## config.mk

```make
export PLATFORM = sky130hd
export DESIGN_NAME = key_chord_to_mouse_button
export DESIGN_NICKNAME = d
export VERILOG_FILES = /design/src/rtl/core/kcmb_pkg.sv /design/src/rtl/core/key_chord_to_mouse_button.sv /design/src/rtl/core/kcmb_ctrl.sv /design/src/rtl/core/kcmb_dp.sv
export SDC_FILE = /design/constraint.sdc
export NUM_CORES = 2
export LEC_CHECK = 0
export ABC_CLOCK_PERIOD_IN_PS = 9600
export BUFFER_PORTS_ARGS = -buffer_cell sky130_fd_sc_hd__buf_2
export CAP_MARGIN = 20
export CORE_MARGIN = 2
export CORE_UTILIZATION = 50
export DETAILED_ROUTE_END_ITERATION = 16
export PLACE_DENSITY = 0.63
export SLEW_MARGIN = 20
export SYNTH_ARGS = -nofsm -noshare
export SYNTH_HDL_FRONTEND = slang
export SYNTH_SLANG_ARGS = --single-unit
```

## constraint.sdc

```tcl
create_clock -name clk -period 9.6 [get_ports clk]
set_input_delay 0.96 -clock clk [delete_from_list [all_inputs] [get_ports clk]]
set_output_delay 0.96 -clock clk [all_outputs]
set_load 0.03 [all_outputs]
```

## src/rtl/core/kcmb_pkg.sv

```systemverilog
// ----------------------------------------------------------------------------
// kcmb_pkg
// Shared types, codes and reset values of the key chord to mouse button block
// ----------------------------------------------------------------------------
package kcmb_pkg;

	// sizing defaults
	localparam int BUFFER_DEPTH_DEF = 16;
	localparam int MAX_MAPS_DEF     = 6;
	localparam int NUM_ENTRY_REGS   = 6;

	// register indexes
	localparam logic [2:0] REG_NUM_BUTTONS = 3'd0;
	localparam logic [2:0] REG_MAP_FIRST   = 3'd1;
	localparam logic [2:0] REG_MAP_LAST    = 3'd6;

	// event types and sync codes
	localparam logic [1:0]  TYPE_KEY     = 2'd0;
	localparam logic [1:0]  TYPE_SYNC    = 2'd1;
	localparam logic [15:0] SYNC_REPORT  = 16'd0;
	localparam logic [15:0] SYNC_DROPPED = 16'd3;
	localparam logic [1:0]  VAL_RELEASE  = 2'd0;
	localparam logic [1:0]  VAL_REPEAT   = 2'd2;

	// pending change flag
	localparam logic [1:0] FLAG_NONE    = 2'd0;
	localparam logic [1:0] FLAG_CHANGED = 2'd1;
	localparam logic [1:0] FLAG_RESYNC  = 2'd2;

	// mapping entry: mouse code, main key, modifier (zero for none)
	typedef struct packed {
		logic [15:0] mouse;
		logic [15:0] key;
		logic [15:0] modifier;
	} entry_t;

	localparam logic [2:0] NUM_BUTTONS_RST = 3'd4;
	localparam logic [47:0] MAP_RST [NUM_ENTRY_REGS] = '{
		48'd1168239296512, 48'd1176829231160, 48'd1172532428800,
		48'd1176827396196, 48'd0, 48'd0
	};

	// controller to datapath commands
	typedef struct packed {
		logic load;
		logic key_upd;
		logic sync_upd;
		logic wr;
		logic rd;
		logic emit_buf;
		logic emit_btn;
		logic emit_sync;
		logic last;
		logic idx_inc;
		logic cnt_clr;
	} cmd_t;

	// datapath to controller status
	typedef struct packed {
		logic typ_key;
		logic typ_sync;
		logic drop;
		logic full;
		logic cnt_zero;
		logic flush_done;
		logic btn_none;
		logic out_free;
	} sts_t;

endpackage

```

## src/rtl/core/key_chord_to_mouse_button.sv

```systemverilog
// ----------------------------------------------------------------------------
// key_chord_to_mouse_button
// Turns key chords into mouse button events on a keyboard event stream
// ----------------------------------------------------------------------------
// channel   | direction | handshake             | payload
// s_axis    | in        | tvalid/tready         | event_type, event_code, event_value
// m_axis    | out       | tvalid/tready, tlast  | out_type, out_code, out_value
// apb       | in        | psel/penable, pready  | 64-bit registers at 8*index
//
// a key event, unless it is a dropped repeat, is written to the buffer; a full buffer is flushed first
// a sync event flushes the held events, then emits changed buttons and the sync event;
// the event buffer has one registered read port, so each entry is read, then emitted
// reset clears key and button state and the fill count; no clearing pass
// a stalled output holds the sequencer; input is taken again once it is idle
// ----------------------------------------------------------------------------
module key_chord_to_mouse_button
	import kcmb_pkg::*;
#(
	parameter int BUFFER_DEPTH = BUFFER_DEPTH_DEF,
	parameter int MAX_MAPS     = MAX_MAPS_DEF
) (
	input  logic        clk,
	input  logic        arst_n,
	input  logic        s_axis_tvalid,
	output logic        s_axis_tready,
	input  logic [23:0] s_axis_tdata,  // event_type, event_code, event_value
	output logic        m_axis_tvalid,
	input  logic        m_axis_tready,
	output logic [23:0] m_axis_tdata,  // out_type, out_code, out_value
	output logic        m_axis_tlast,
	input  logic        psel,
	input  logic        penable,
	input  logic        pwrite,
	input  logic [5:0]  paddr,
	input  logic [63:0] pwdata,
	output logic [63:0] prdata,
	output logic        pready
);

	logic [2:0]                      num_buttons_q;
	entry_t [NUM_ENTRY_REGS-1:0]     map_q;
	logic [2:0]                      reg_idx;
	cmd_t                            cmd;
	sts_t                            sts;
	logic                            out_type;
	logic [15:0]                     out_code;
	logic [1:0]                      out_value;

	assign pready  = 1'b1;
	assign reg_idx = paddr[5:3];

	// configuration registers
	always_ff @(posedge clk or negedge arst_n) begin
		if (!arst_n) begin
			num_buttons_q <= NUM_BUTTONS_RST;
			for (int i = 0; i < NUM_ENTRY_REGS; i++) begin
				map_q[i] <= MAP_RST[i];
			end
		end else if (psel && penable && pwrite && pready) begin
			if (reg_idx == REG_NUM_BUTTONS) begin
				num_buttons_q <= pwdata[2:0];
			end else if ((reg_idx >= REG_MAP_FIRST) && (reg_idx <= REG_MAP_LAST)) begin
				map_q[reg_idx - REG_MAP_FIRST] <= pwdata[47:0];
			end
		end
	end

	// register read
	always_comb begin
		prdata = '0;
		if (reg_idx == REG_NUM_BUTTONS) begin
			prdata = {61'd0, num_buttons_q};
		end else if ((reg_idx >= REG_MAP_FIRST) && (reg_idx <= REG_MAP_LAST)) begin
			prdata = {16'd0, map_q[reg_idx - REG_MAP_FIRST]};
		end
	end

	kcmb_ctrl u_ctrl (
		.clk      (clk),
		.arst_n   (arst_n),
		.in_valid (s_axis_tvalid),
		.in_ready (s_axis_tready),
		.sts      (sts),
		.cmd      (cmd)
	);

	kcmb_dp #(
		.BUFFER_DEPTH (BUFFER_DEPTH),
		.MAX_MAPS     (MAX_MAPS)
	) u_dp (
		.clk         (clk),
		.arst_n      (arst_n),
		.cmd         (cmd),
		.sts         (sts),
		.num_buttons (num_buttons_q),
		.map_entry   (map_q[MAX_MAPS-1:0]),
		.in_type     (s_axis_tdata[1:0]),
		.in_code     (s_axis_tdata[17:2]),
		.in_value    (s_axis_tdata[19:18]),
		.out_valid   (m_axis_tvalid),
		.out_ready   (m_axis_tready),
		.out_type    (out_type),
		.out_code    (out_code),
		.out_value   (out_value),
		.out_last    (m_axis_tlast)
	);

	assign m_axis_tdata = {5'd0, out_value, out_code, out_type};

endmodule

```

## src/rtl/core/kcmb_ctrl.sv

```systemverilog
// ----------------------------------------------------------------------------
// kcmb_ctrl
// Sequencer: decodes an item, runs buffer write, buffer flush, button and sync emission
// ----------------------------------------------------------------------------
module kcmb_ctrl
	import kcmb_pkg::*;
(
	input  logic clk,
	input  logic arst_n,
	input  logic in_valid,
	output logic in_ready,
	input  sts_t sts,
	output cmd_t cmd
);

	localparam logic [2:0] S_IDLE = 3'd0;
	localparam logic [2:0] S_DEC  = 3'd1;
	localparam logic [2:0] S_WR   = 3'd2;
	localparam logic [2:0] S_FRD  = 3'd3;
	localparam logic [2:0] S_FEM  = 3'd4;
	localparam logic [2:0] S_BTN  = 3'd5;
	localparam logic [2:0] S_SYN  = 3'd6;

	logic [2:0] state_q, state_d;
	logic       key_mode_q, key_mode_d;

	// state register
	always_ff @(posedge clk or negedge arst_n) begin
		if (!arst_n) begin
			state_q    <= S_IDLE;
			key_mode_q <= 1'b0;
		end else begin
			state_q    <= state_d;
			key_mode_q <= key_mode_d;
		end
	end

	assign in_ready = (state_q == S_IDLE);

	// next state and commands
	always_comb begin
		state_d    = state_q;
		key_mode_d = key_mode_q;
		cmd        = '0;
		case (state_q)
			S_IDLE: begin
				if (in_valid) begin
					cmd.load = 1'b1;
					state_d  = S_DEC;
				end
			end
			S_DEC: begin
				if (sts.typ_key) begin
					if (sts.drop) begin
						state_d = S_IDLE;
					end else begin
						cmd.key_upd = 1'b1;
						key_mode_d  = 1'b1;
						state_d     = sts.full ? S_FRD : S_WR;
					end
				end else if (sts.typ_sync) begin
					cmd.sync_upd = 1'b1;
					key_mode_d   = 1'b0;
					state_d      = sts.cnt_zero ? S_BTN : S_FRD;
				end else begin
					state_d = S_IDLE;
				end
			end
			S_WR: begin
				cmd.wr  = 1'b1;
				state_d = S_IDLE;
			end
			S_FRD: begin
				cmd.rd  = 1'b1;
				state_d = S_FEM;
			end
			S_FEM: begin
				if (sts.out_free) begin
					cmd.emit_buf = 1'b1;
					cmd.last     = key_mode_q && sts.flush_done;
					cmd.idx_inc  = 1'b1;
					if (sts.flush_done) begin
						cmd.cnt_clr = 1'b1;
						state_d     = key_mode_q ? S_WR : S_BTN;
					end else begin
						state_d = S_FRD;
					end
				end
			end
			S_BTN: begin
				if (sts.btn_none) begin
					state_d = S_SYN;
				end else if (sts.out_free) begin
					cmd.emit_btn = 1'b1;
				end
			end
			S_SYN: begin
				if (sts.out_free) begin
					cmd.emit_sync = 1'b1;
					cmd.last      = 1'b1;
					state_d       = S_IDLE;
				end
			end
			default: begin
				state_d = S_IDLE;
			end
		endcase
	end

endmodule

```

## src/rtl/core/kcmb_dp.sv

```systemverilog
// ----------------------------------------------------------------------------
// kcmb_dp
// Datapath: key state, button evaluation, event buffer and output register
// ----------------------------------------------------------------------------
module kcmb_dp
	import kcmb_pkg::*;
#(
	parameter int BUFFER_DEPTH = BUFFER_DEPTH_DEF,
	parameter int MAX_MAPS     = MAX_MAPS_DEF
) (
	input  logic                      clk,
	input  logic                      arst_n,
	input  cmd_t                      cmd,
	output sts_t                      sts,
	input  logic [2:0]                num_buttons,
	input  entry_t [MAX_MAPS-1:0]     map_entry,
	input  logic [1:0]                in_type,
	input  logic [15:0]               in_code,
	input  logic [1:0]                in_value,
	output logic                      out_valid,
	input  logic                      out_ready,
	output logic                      out_type,
	output logic [15:0]               out_code,
	output logic [1:0]                out_value,
	output logic                      out_last
);

	localparam int IW = (BUFFER_DEPTH > 1) ? $clog2(BUFFER_DEPTH) : 1;
	localparam int CW = $clog2(BUFFER_DEPTH + 1);
	localparam int SW = 2 * MAX_MAPS;

	// latched input item
	logic [1:0]  in_type_q;
	logic [15:0] in_code_q;
	logic [1:0]  in_value_q;

	// key and button state
	logic [SW-1:0]       pressed_q;
	logic [MAX_MAPS-1:0] down_q;
	logic [MAX_MAPS-1:0] changed_q;
	logic [MAX_MAPS-1:0] press_q;
	logic [1:0]          flag_q;

	// event buffer
	logic [17:0]   mem [BUFFER_DEPTH];
	logic [CW-1:0] count_q;
	logic [IW-1:0] idx_q;
	logic [15:0]   rd_code_s1;
	logic [1:0]    rd_value_s1;

	// output register
	logic        out_valid_q;
	logic        out_type_q;
	logic [15:0] out_code_q;
	logic [1:0]  out_value_q;
	logic        out_last_q;

	logic [2:0]          n_use;
	logic [MAX_MAPS-1:0] in_use;
	logic [SW-1:0]       match;
	logic [MAX_MAPS-1:0] down_new;
	logic [MAX_MAPS-1:0] ovr;
	logic [MAX_MAPS-1:0] changed;
	logic                found;
	logic                btn_found;
	logic [MAX_MAPS-1:0] btn_sel;
	logic [MAX_MAPS-1:0] rw_sel;
	logic                rw_hit;
	logic [15:0]         btn_code;
	logic                btn_value;
	logic [15:0]         rw_code;
	logic                np;
	logic                watched_live;

	// entries in use, saturated
	assign n_use = (num_buttons > 3'(MAX_MAPS)) ? 3'(MAX_MAPS) : num_buttons;

	// slot match for the latched key code
	always_comb begin
		for (int i = 0; i < MAX_MAPS; i++) begin
			in_use[i]        = (3'(i) < n_use);
			match[2*i]       = in_use[i] && (map_entry[i].key == in_code_q);
			match[2*i+1]     = in_use[i] && (map_entry[i].modifier != 16'd0)
				&& (map_entry[i].modifier == in_code_q);
		end
	end

	assign watched_live = (match != '0) && (flag_q != FLAG_RESYNC);
	assign np           = (in_value_q != VAL_RELEASE);

	// button evaluation with modifier hysteresis and override
	always_comb begin
		ovr = '0;
		for (int i = 0; i < MAX_MAPS; i++) begin
			down_new[i] = pressed_q[2*i] && ((map_entry[i].modifier == 16'd0)
				|| down_q[i] || pressed_q[2*i+1]);
			found = 1'b0;
			for (int j = 0; j < MAX_MAPS; j++) begin
				if (in_use[i] && in_use[j] && (map_entry[i].modifier != 16'd0)
					&& (down_new[i] || down_q[i]) && !found
					&& (map_entry[j].modifier == 16'd0)
					&& (map_entry[j].key == map_entry[i].key)) begin
					ovr[j] = 1'b1;
					found  = 1'b1;
				end
			end
		end
		changed = ((down_new & ~ovr) ^ down_q) & in_use;
	end

	// lowest pending button
	always_comb begin
		btn_sel   = '0;
		btn_code  = '0;
		btn_value = 1'b0;
		btn_found = 1'b0;
		for (int i = 0; i < MAX_MAPS; i++) begin
			if (changed_q[i] && !btn_found) begin
				btn_sel[i] = 1'b1;
				btn_code   = map_entry[i].mouse;
				btn_value  = down_q[i];
				btn_found  = 1'b1;
			end
		end
	end

	// rewrite of the first buffered press of a newly pressed button's key
	always_comb begin
		rw_sel  = '0;
		rw_hit  = 1'b0;
		rw_code = rd_code_s1;
		for (int i = 0; i < MAX_MAPS; i++) begin
			if (press_q[i] && !rw_hit && (rd_value_s1 != VAL_RELEASE)
				&& (map_entry[i].key == rd_code_s1)) begin
				rw_sel[i] = 1'b1;
				rw_hit    = 1'b1;
				if (map_entry[i].modifier != 16'd0) begin
					rw_code = map_entry[i].modifier;
				end
			end
		end
	end

	// status
	always_comb begin
		sts.typ_key    = (in_type_q == TYPE_KEY);
		sts.typ_sync   = (in_type_q == TYPE_SYNC);
		sts.drop       = watched_live && (in_value_q == VAL_REPEAT);
		sts.full       = (count_q == CW'(BUFFER_DEPTH));
		sts.cnt_zero   = (count_q == '0);
		sts.flush_done = (CW'(idx_q) == count_q - CW'(1));
		sts.btn_none   = (changed_q == '0);
		sts.out_free   = !out_valid_q || out_ready;
	end

	// input latch
	always_ff @(posedge clk) begin
		if (cmd.load) begin
			in_type_q  <= in_type;
			in_code_q  <= in_code;
			in_value_q <= in_value;
		end
	end

	// key state, flag and button state
	always_ff @(posedge clk or negedge arst_n) begin
		if (!arst_n) begin
			pressed_q <= '0;
			down_q    <= '0;
			changed_q <= '0;
			press_q   <= '0;
			flag_q    <= FLAG_NONE;
		end else begin
			// a flush on a full buffer rewrites nothing
			if (cmd.key_upd) begin
				press_q <= '0;
			end
			if (cmd.key_upd && watched_live) begin
				if (np != ((pressed_q & match) != '0)) begin
					flag_q <= FLAG_CHANGED;
				end
				pressed_q <= np ? (pressed_q | match) : (pressed_q & ~match);
			end
			if (cmd.sync_upd) begin
				if (in_code_q == SYNC_DROPPED) begin
					flag_q    <= FLAG_RESYNC;
					pressed_q <= '0;
					changed_q <= '0;
					press_q   <= '0;
				end else if ((in_code_q == SYNC_REPORT) && (flag_q != FLAG_NONE)) begin
					flag_q    <= FLAG_NONE;
					down_q    <= down_q ^ changed;
					changed_q <= changed;
					press_q   <= changed & ~down_q;
				end else begin
					changed_q <= '0;
					press_q   <= '0;
				end
			end
			if (cmd.emit_btn) begin
				changed_q <= changed_q & ~btn_sel;
			end
			if (cmd.emit_buf) begin
				press_q <= press_q & ~rw_sel;
			end
		end
	end

	// buffer fill count and flush index
	always_ff @(posedge clk or negedge arst_n) begin
		if (!arst_n) begin
			count_q <= '0;
			idx_q   <= '0;
		end else begin
			if (cmd.cnt_clr) begin
				count_q <= '0;
				idx_q   <= '0;
			end else begin
				if (cmd.idx_inc) begin
					idx_q <= idx_q + IW'(1);
				end
				if (cmd.wr) begin
					count_q <= count_q + CW'(1);
				end
			end
		end
	end

	// buffer memory
	always_ff @(posedge clk) begin
		if (cmd.wr) begin
			mem[count_q[IW-1:0]] <= {in_code_q, in_value_q};
		end
		if (cmd.rd) begin
			{rd_code_s1, rd_value_s1} <= mem[idx_q];
		end
	end

	// output register
	always_ff @(posedge clk or negedge arst_n) begin
		if (!arst_n) begin
			out_valid_q <= 1'b0;
		end else if (cmd.emit_buf || cmd.emit_btn || cmd.emit_sync) begin
			out_valid_q <= 1'b1;
		end else if (out_ready) begin
			out_valid_q <= 1'b0;
		end
	end

	always_ff @(posedge clk) begin
		if (cmd.emit_buf) begin
			out_type_q  <= 1'b0;
			out_code_q  <= rw_code;
			out_value_q <= rw_hit ? VAL_RELEASE : rd_value_s1;
			out_last_q  <= cmd.last;
		end else if (cmd.emit_btn) begin
			out_type_q  <= 1'b0;
			out_code_q  <= btn_code;
			out_value_q <= {1'b0, btn_value};
			out_last_q  <= 1'b0;
		end else if (cmd.emit_sync) begin
			out_type_q  <= 1'b1;
			out_code_q  <= in_code_q;
			out_value_q <= in_value_q;
			out_last_q  <= 1'b1;
		end
	end

	assign out_valid = out_valid_q;
	assign out_type  = out_type_q;
	assign out_code  = out_code_q;
	assign out_value = out_value_q;
	assign out_last  = out_last_q;

endmodule

```

* Yosys cells after proc, flatten, opt, wreduce, memory -nomap -nowiden
Memories as Yosys holds them, arrays and structs flattened. A register that Yosys moved wholly into a read port is not among the register bits. Index checks and enable logic that the tools add are counted. W data, S select, Z words.
Storage, ports and cells: memories kept 1, flip-flop bits (word level) 377, bits of input ports 101, bits in writable memories 288
Memory list:
- u_dp.mem | depth 16, width 18, rd ports 1, clocked after Yosys merged registers in 1, wr ports 1, line kcmb_dp.sv:45 | logic [17:0] mem [BUFFER_DEPTH];
Operators by class: order comparisons 11, reduce and logical (&&, ||, !) cells 330, mux-type cells 188, $add $sub $neg 4, equal/unequal tests 66, bitwise logic cells 17
Operator list (number):
- $eq A16 B16 Y1 | 48
- $mux W16 | 21
- $bwmux W288 | 1
- $logic_and A1 B1 Y1 | 232
- $mux W48 | 4
- $bmux W48 S3 | 1
- $demux W48 S3 | 1
- $mux W1 | 117
- $logic_not A16 Y1 | 7
- $reduce_bool A16 Y1 | 6
- $mux W6 | 9
- $mux W12 | 4
- $logic_not A1 Y1 | 41
- $mux W3 | 12
- $and A6 B6 Y6 | 5
- $and A12 B12 Y12 | 2
- $mux W2 | 12
- $not A6 Y6 | 4
- $reduce_bool A12 Y1 | 2
- $logic_or A1 B1 Y1 | 21
- $pmux W3 S6 | 1
- $eq A16 B2 Y1 const B | 1
- $reduce_bool A2 Y1 | 8
- $ne A2 B2 Y1 const B | 6
- 35 further kinds | 50

* Depth between registers and ports, before layout
word-level depth 47, mapped depth 12, depth with buffers taken out 10

* By module
From an unflattened synthesis, not the netlist that was laid out.
Unflattened totals: cells, all modules 3146, area total of the unflattened synthesis 38834.7 um2
By module, submodules not included:
- kcmb_dp | instances 1, cells an instance 2148, area an instance 24827.6 um2
- key_chord_to_mouse_button | instances 1, cells an instance 947, area an instance 13621.8 um2
- kcmb_ctrl | instances 1, cells an instance 51, area an instance 385.4 um2

* Worst setup path after synthesis
Ideal clock, no wire load.
path type input to output, from in paddr[3], to out prdata[17], arrival 3.887 ns, path slack 4.753 ns, path buffers 6, required time 8.640 ns, cell stages on the path 10, cell sequence clkbuf_1 inv_1 clkbuf_1 clkbuf_1 ha_1 clkbuf_1 clkbuf_1 clkbuf_1 o22ai_1 a221oi_1
On the way: longest elaborated chain between the ends 5, elaborated cells on any way between the ends 9
Ends and longest elaborated chain:
- start: declaration | line key_chord_to_mouse_button.sv:34 | input logic [5:0] paddr,
- $sub A3 B1 Y3 | line key_chord_to_mouse_button.sv:74 | prdata = {16'd0, map_q[reg_idx - REG_MAP_FIRST]};
- $bmux W48 S3 | line key_chord_to_mouse_button.sv:74
- $mux W48 (implied by the code) | line key_chord_to_mouse_button.sv:74
- $mux W48 | line key_chord_to_mouse_button.sv:73 | end else if ((reg_idx >= REG_MAP_FIRST) && (reg_idx <= REG_MAP_LAST)) begin
- $mux W48 (*) | line key_chord_to_mouse_button.sv:71 | if (reg_idx == REG_NUM_BUTTONS) begin
- end: declaration | line key_chord_to_mouse_button.sv:36 | output logic [63:0] prdata,
Mark *: on every way between the ends. The rest lies on a longest branch, timed or not. The select of a mux whose other input is x is not followed.

* Worst setup path after layout
from in paddr[3], to out prdata[31]
Same word-level chain as after synthesis.

==> flow_summary.yaml <==
worst_setup_path:
  required_ns: 8.64
  r2r-start: "u_dp.rd_code_s1[3]$_DFFE_PP_"
  max_stage_delay_ns: 1.01
  cpMostUsedCell: "buf_4"
  path_delay_family: "buffers and inverters"
  start_kind: "input port"
  critPathLaunch: "paddr[3]"
  cp_slowest_cell: "a211oi_1"
  end_kind: "primary output"
  worst-path-buf-inv: 5
  crit_arrival_ns: 4.76
  path_max_fanout: 67
  critPathKind: "input port to primary output"
  path_cells: "buf_4, inv_1, ha_4, buf_4, buf_4, o22ai_1, a211oi_1, buf_2"
clock_network:
  postCtsSetupBuffers: 0
  cts_tree: "built"
  postCtsResizedCells: 0
  htreeDepth: 3
  clk_pin_slew_ns: 0.06
  root_buffer: "clkbuf_16"
  hold_buffers: 0
  clkSinkCount: 683
  cts_buffers: 78
  clk_latency_ns: 0.65
  clockBufferDepth: 3
global_route:
  grt.met1_usage_pct: 49.9
  grt_pass1_wl_um: 214000
  use_met3_pct: 8.31
  grtUsageMet2_pct: 55.9
  grt_pass1_vias: 29339
  grt_max_degree: 157
  grtUsageTotal_pct: 36.6
  antenna_found_initial: 5
  overflow: 0
  grt_busiest_layer: "met2"
timing:
  hold_viol: 0
  maxSlewHeadroom_pct: 19.2
  finalMaxSlewViolations: 0
  setup_violations: 0
  rsz0062_at_grt: "false"
  fin_skew_ns: 0.0359
  tightest_slew_ns: 1.20
  finalCritPeriodShare_pct: 59.6
  setup_tns_ns: 0
  max_freq_mhz: 175
  period_needed_ns: 5.72
synth:
  synth_area_um2: 39200
  yosysUniqueCellTypes: 79
  async_flop_share_pct: 49.3
  synth-edff-count: 345
  ys_seq_area_share_pct: 48.1
  ys.flop_type: "edfxtp_1"
  netlist_instances: 3367
  ys_ff_latch: 683
  ys_warn_count: 0
  synth_area_per_cell_um2: 11.6
routing:
  num_vias: 29862
  post_drt_wl_per_cell_um: 33.3
  drt-pass1-iter-count: 8
  drc: 0
  viasPerCell: 6.65
  drtIter0Drc: 3518
  wirelength_um: 149000
  ant_nets: 0
status:
  status: "finished clean"
placement:
  port-buffer-count: 147
  hpwl_um: 97900
  place_congestion: 1.00
cells_and_area:
  seqCellArea_um2: 18900
  syn2layout_area_growth_pct: 10.9
  fillCellCount: 6522
  multi_input_area_um2: 19000
  fin_nets: 3493
  drive_above_1_share_pct: 26.6
job:
  maxCapViolCount: 0
power_and_ir_drop:
  power_leakage_nw: 17.0
  powerDensity_nw_per_um2: 239
  peakVddDrop_mv: 0.194
  total_power_mw: 10.4
floorplanning:
  rows: 102
  die_h_um: 284
  boundaryPins: 193
  start_util_pct: 50.5
  die_w_um: 284
  coreArea_um2: 77600
  die_area_um2: 80700
hold_path:
  holdCritPathClass: "input port to asynchronous set/reset pin"
sequential cells by signal, summed over array words and instances (netlist names), 3 cells and up, named ones only:
signal,cells
map_q,288
u_dp.mem,288
u_dp.in_code_q,16
u_dp.out_code,16
u_dp.rd_code_s1,16
u_dp.pressed_q,12
u_dp.changed_q,6
u_dp.press_q,6
u_dp.count_q,5
u_dp.idx_q,4
num_buttons_q,3
u_ctrl.state_q,3
worst register-to-register path, delay by kind of cell (launching register included):
family,cells,cell delay [ns]
buf+inv,1,0.27
mux,1,0.29
simple gates,5,2.08
flops,1,0.95
xor+xnor,1,0.17
compound gates,2,0.33
placed cells by master (no fill, tap or decap), drive strengths merged, types with 31 or more instances in the layout:
cell	n
nor4	125
nor3	59
inv	54
clkbuf	113
o21ai	98
a21o	31
a211oi	36
nand2	110
dfrtp	301
mux2i	53
nand4	91
dfstp	36
a21oi	84
nor2	192
nand3	43
nand2b	35
edfxtp	345
xor2	278
mux2	354
buf	242
mux4	90
xnor2	267
o22ai	46
power by group:
part           leakage, nW  switching, mW  internal (mW)  total [mW]
Combinational         8.28           1.70           1.32        3.02
Sequential            7.49          0.834           3.53        4.36
Clock                 1.26           1.27           1.74        3.02
Total                 17.0           3.80           6.59        10.4
synthesized netlist by cell type (47+ instances only):
library cell  count  area [µm²]
mux2_2          354        3990
edfxtp_1        345       10400
dfrtp_1         301        7530
xor2_1          278        2430
xnor2_1         267        2340
clkbuf_1        227         852
nor2_1          177         664
nor4_1          124         776
nand2_1         110         413
o21ai_0          93         465
nand4_1          91         569
mux4_2           90        2030
a21oi_1          84         420
nor3_1           58         290
mux2i_1          53         531
inv_1            49         184
buf_1            47         176
layout make-up:
| cell class | instances | share of cell area, % |
|---|---|---|
| repair buffers | 242 | 3.43 |
| diodes | 2 | 0.0115 |
| inverters | 49 | 0.423 |
| flip-flops and latches | 683 | 43.4 |
| multi-input cells | 2328 | 43.8 |
| clock inverters | 33 | 0.863 |
| clock buffers | 113 | 5.12 |
| well taps | 1040 | 2.99 |
routing by layer:
layer  routed length [µm]  up-vias  share of wire (%)
met5                   24        -              0.016
met3                14200      414                9.5
met1                60600    15295                 41
met2                66800     1745                 45
li1                     -    12404                  -
met4                 7840        4                5.2
per-stage QoR:
step	instance area (µm²)	hold slack [ns]	utilization (%)	setup WS, ns	std cells
after floorplan	39300	0.443	-	4.75	3387
after global placement	40800	0.460	52.6	4.17	4342
after detailed placement	40800	0.504	52.6	4.17	4342
after CTS	43400	0.387	56.0	4.16	4488
after global routing	43500	0.436	56.0	3.89	4489
final	43500	0.372	56.0	3.88	4490
final timing paths:
kind	end	slack, ns	depth (start not counted)
min	map_q[28]$_DFFE_PN0P_	0.37	1
max	prdata[31]	3.88	8
min reg2reg	map_q[135]$_DFFE_PN0P_	0.52	1
max in group asynchronous	map_q[285]$_DFFE_PN0P_	7.77	2
max reg2reg	u_dp.out_code[0]$_DFFE_PP_	5.24	10
min in group clk	u_dp.in_code_q[13]$_DFFE_PP_	0.49	1
cells by family (layout without fill, tap and decap cells):
kind of cell / after synthesis / after routing / synth area share, %
AND/OR/NAND/NOR: 813 / 813 / 11.3
flip-flops: 683 / 683 / 48.1
XOR/XNOR: 545 / 545 / 12.2
multiplexers: 497 / 497 / 16.7
AO/OA/AOI/OAI: 441 / 441 / 7.38
buffers and inverters: 376 / 437 / 3.99
adder cells (fa/ha/maj): 10 / 10 / 0.319
other: 2 / 24 / 0.0192
Power figures use the tool's default switching activity.
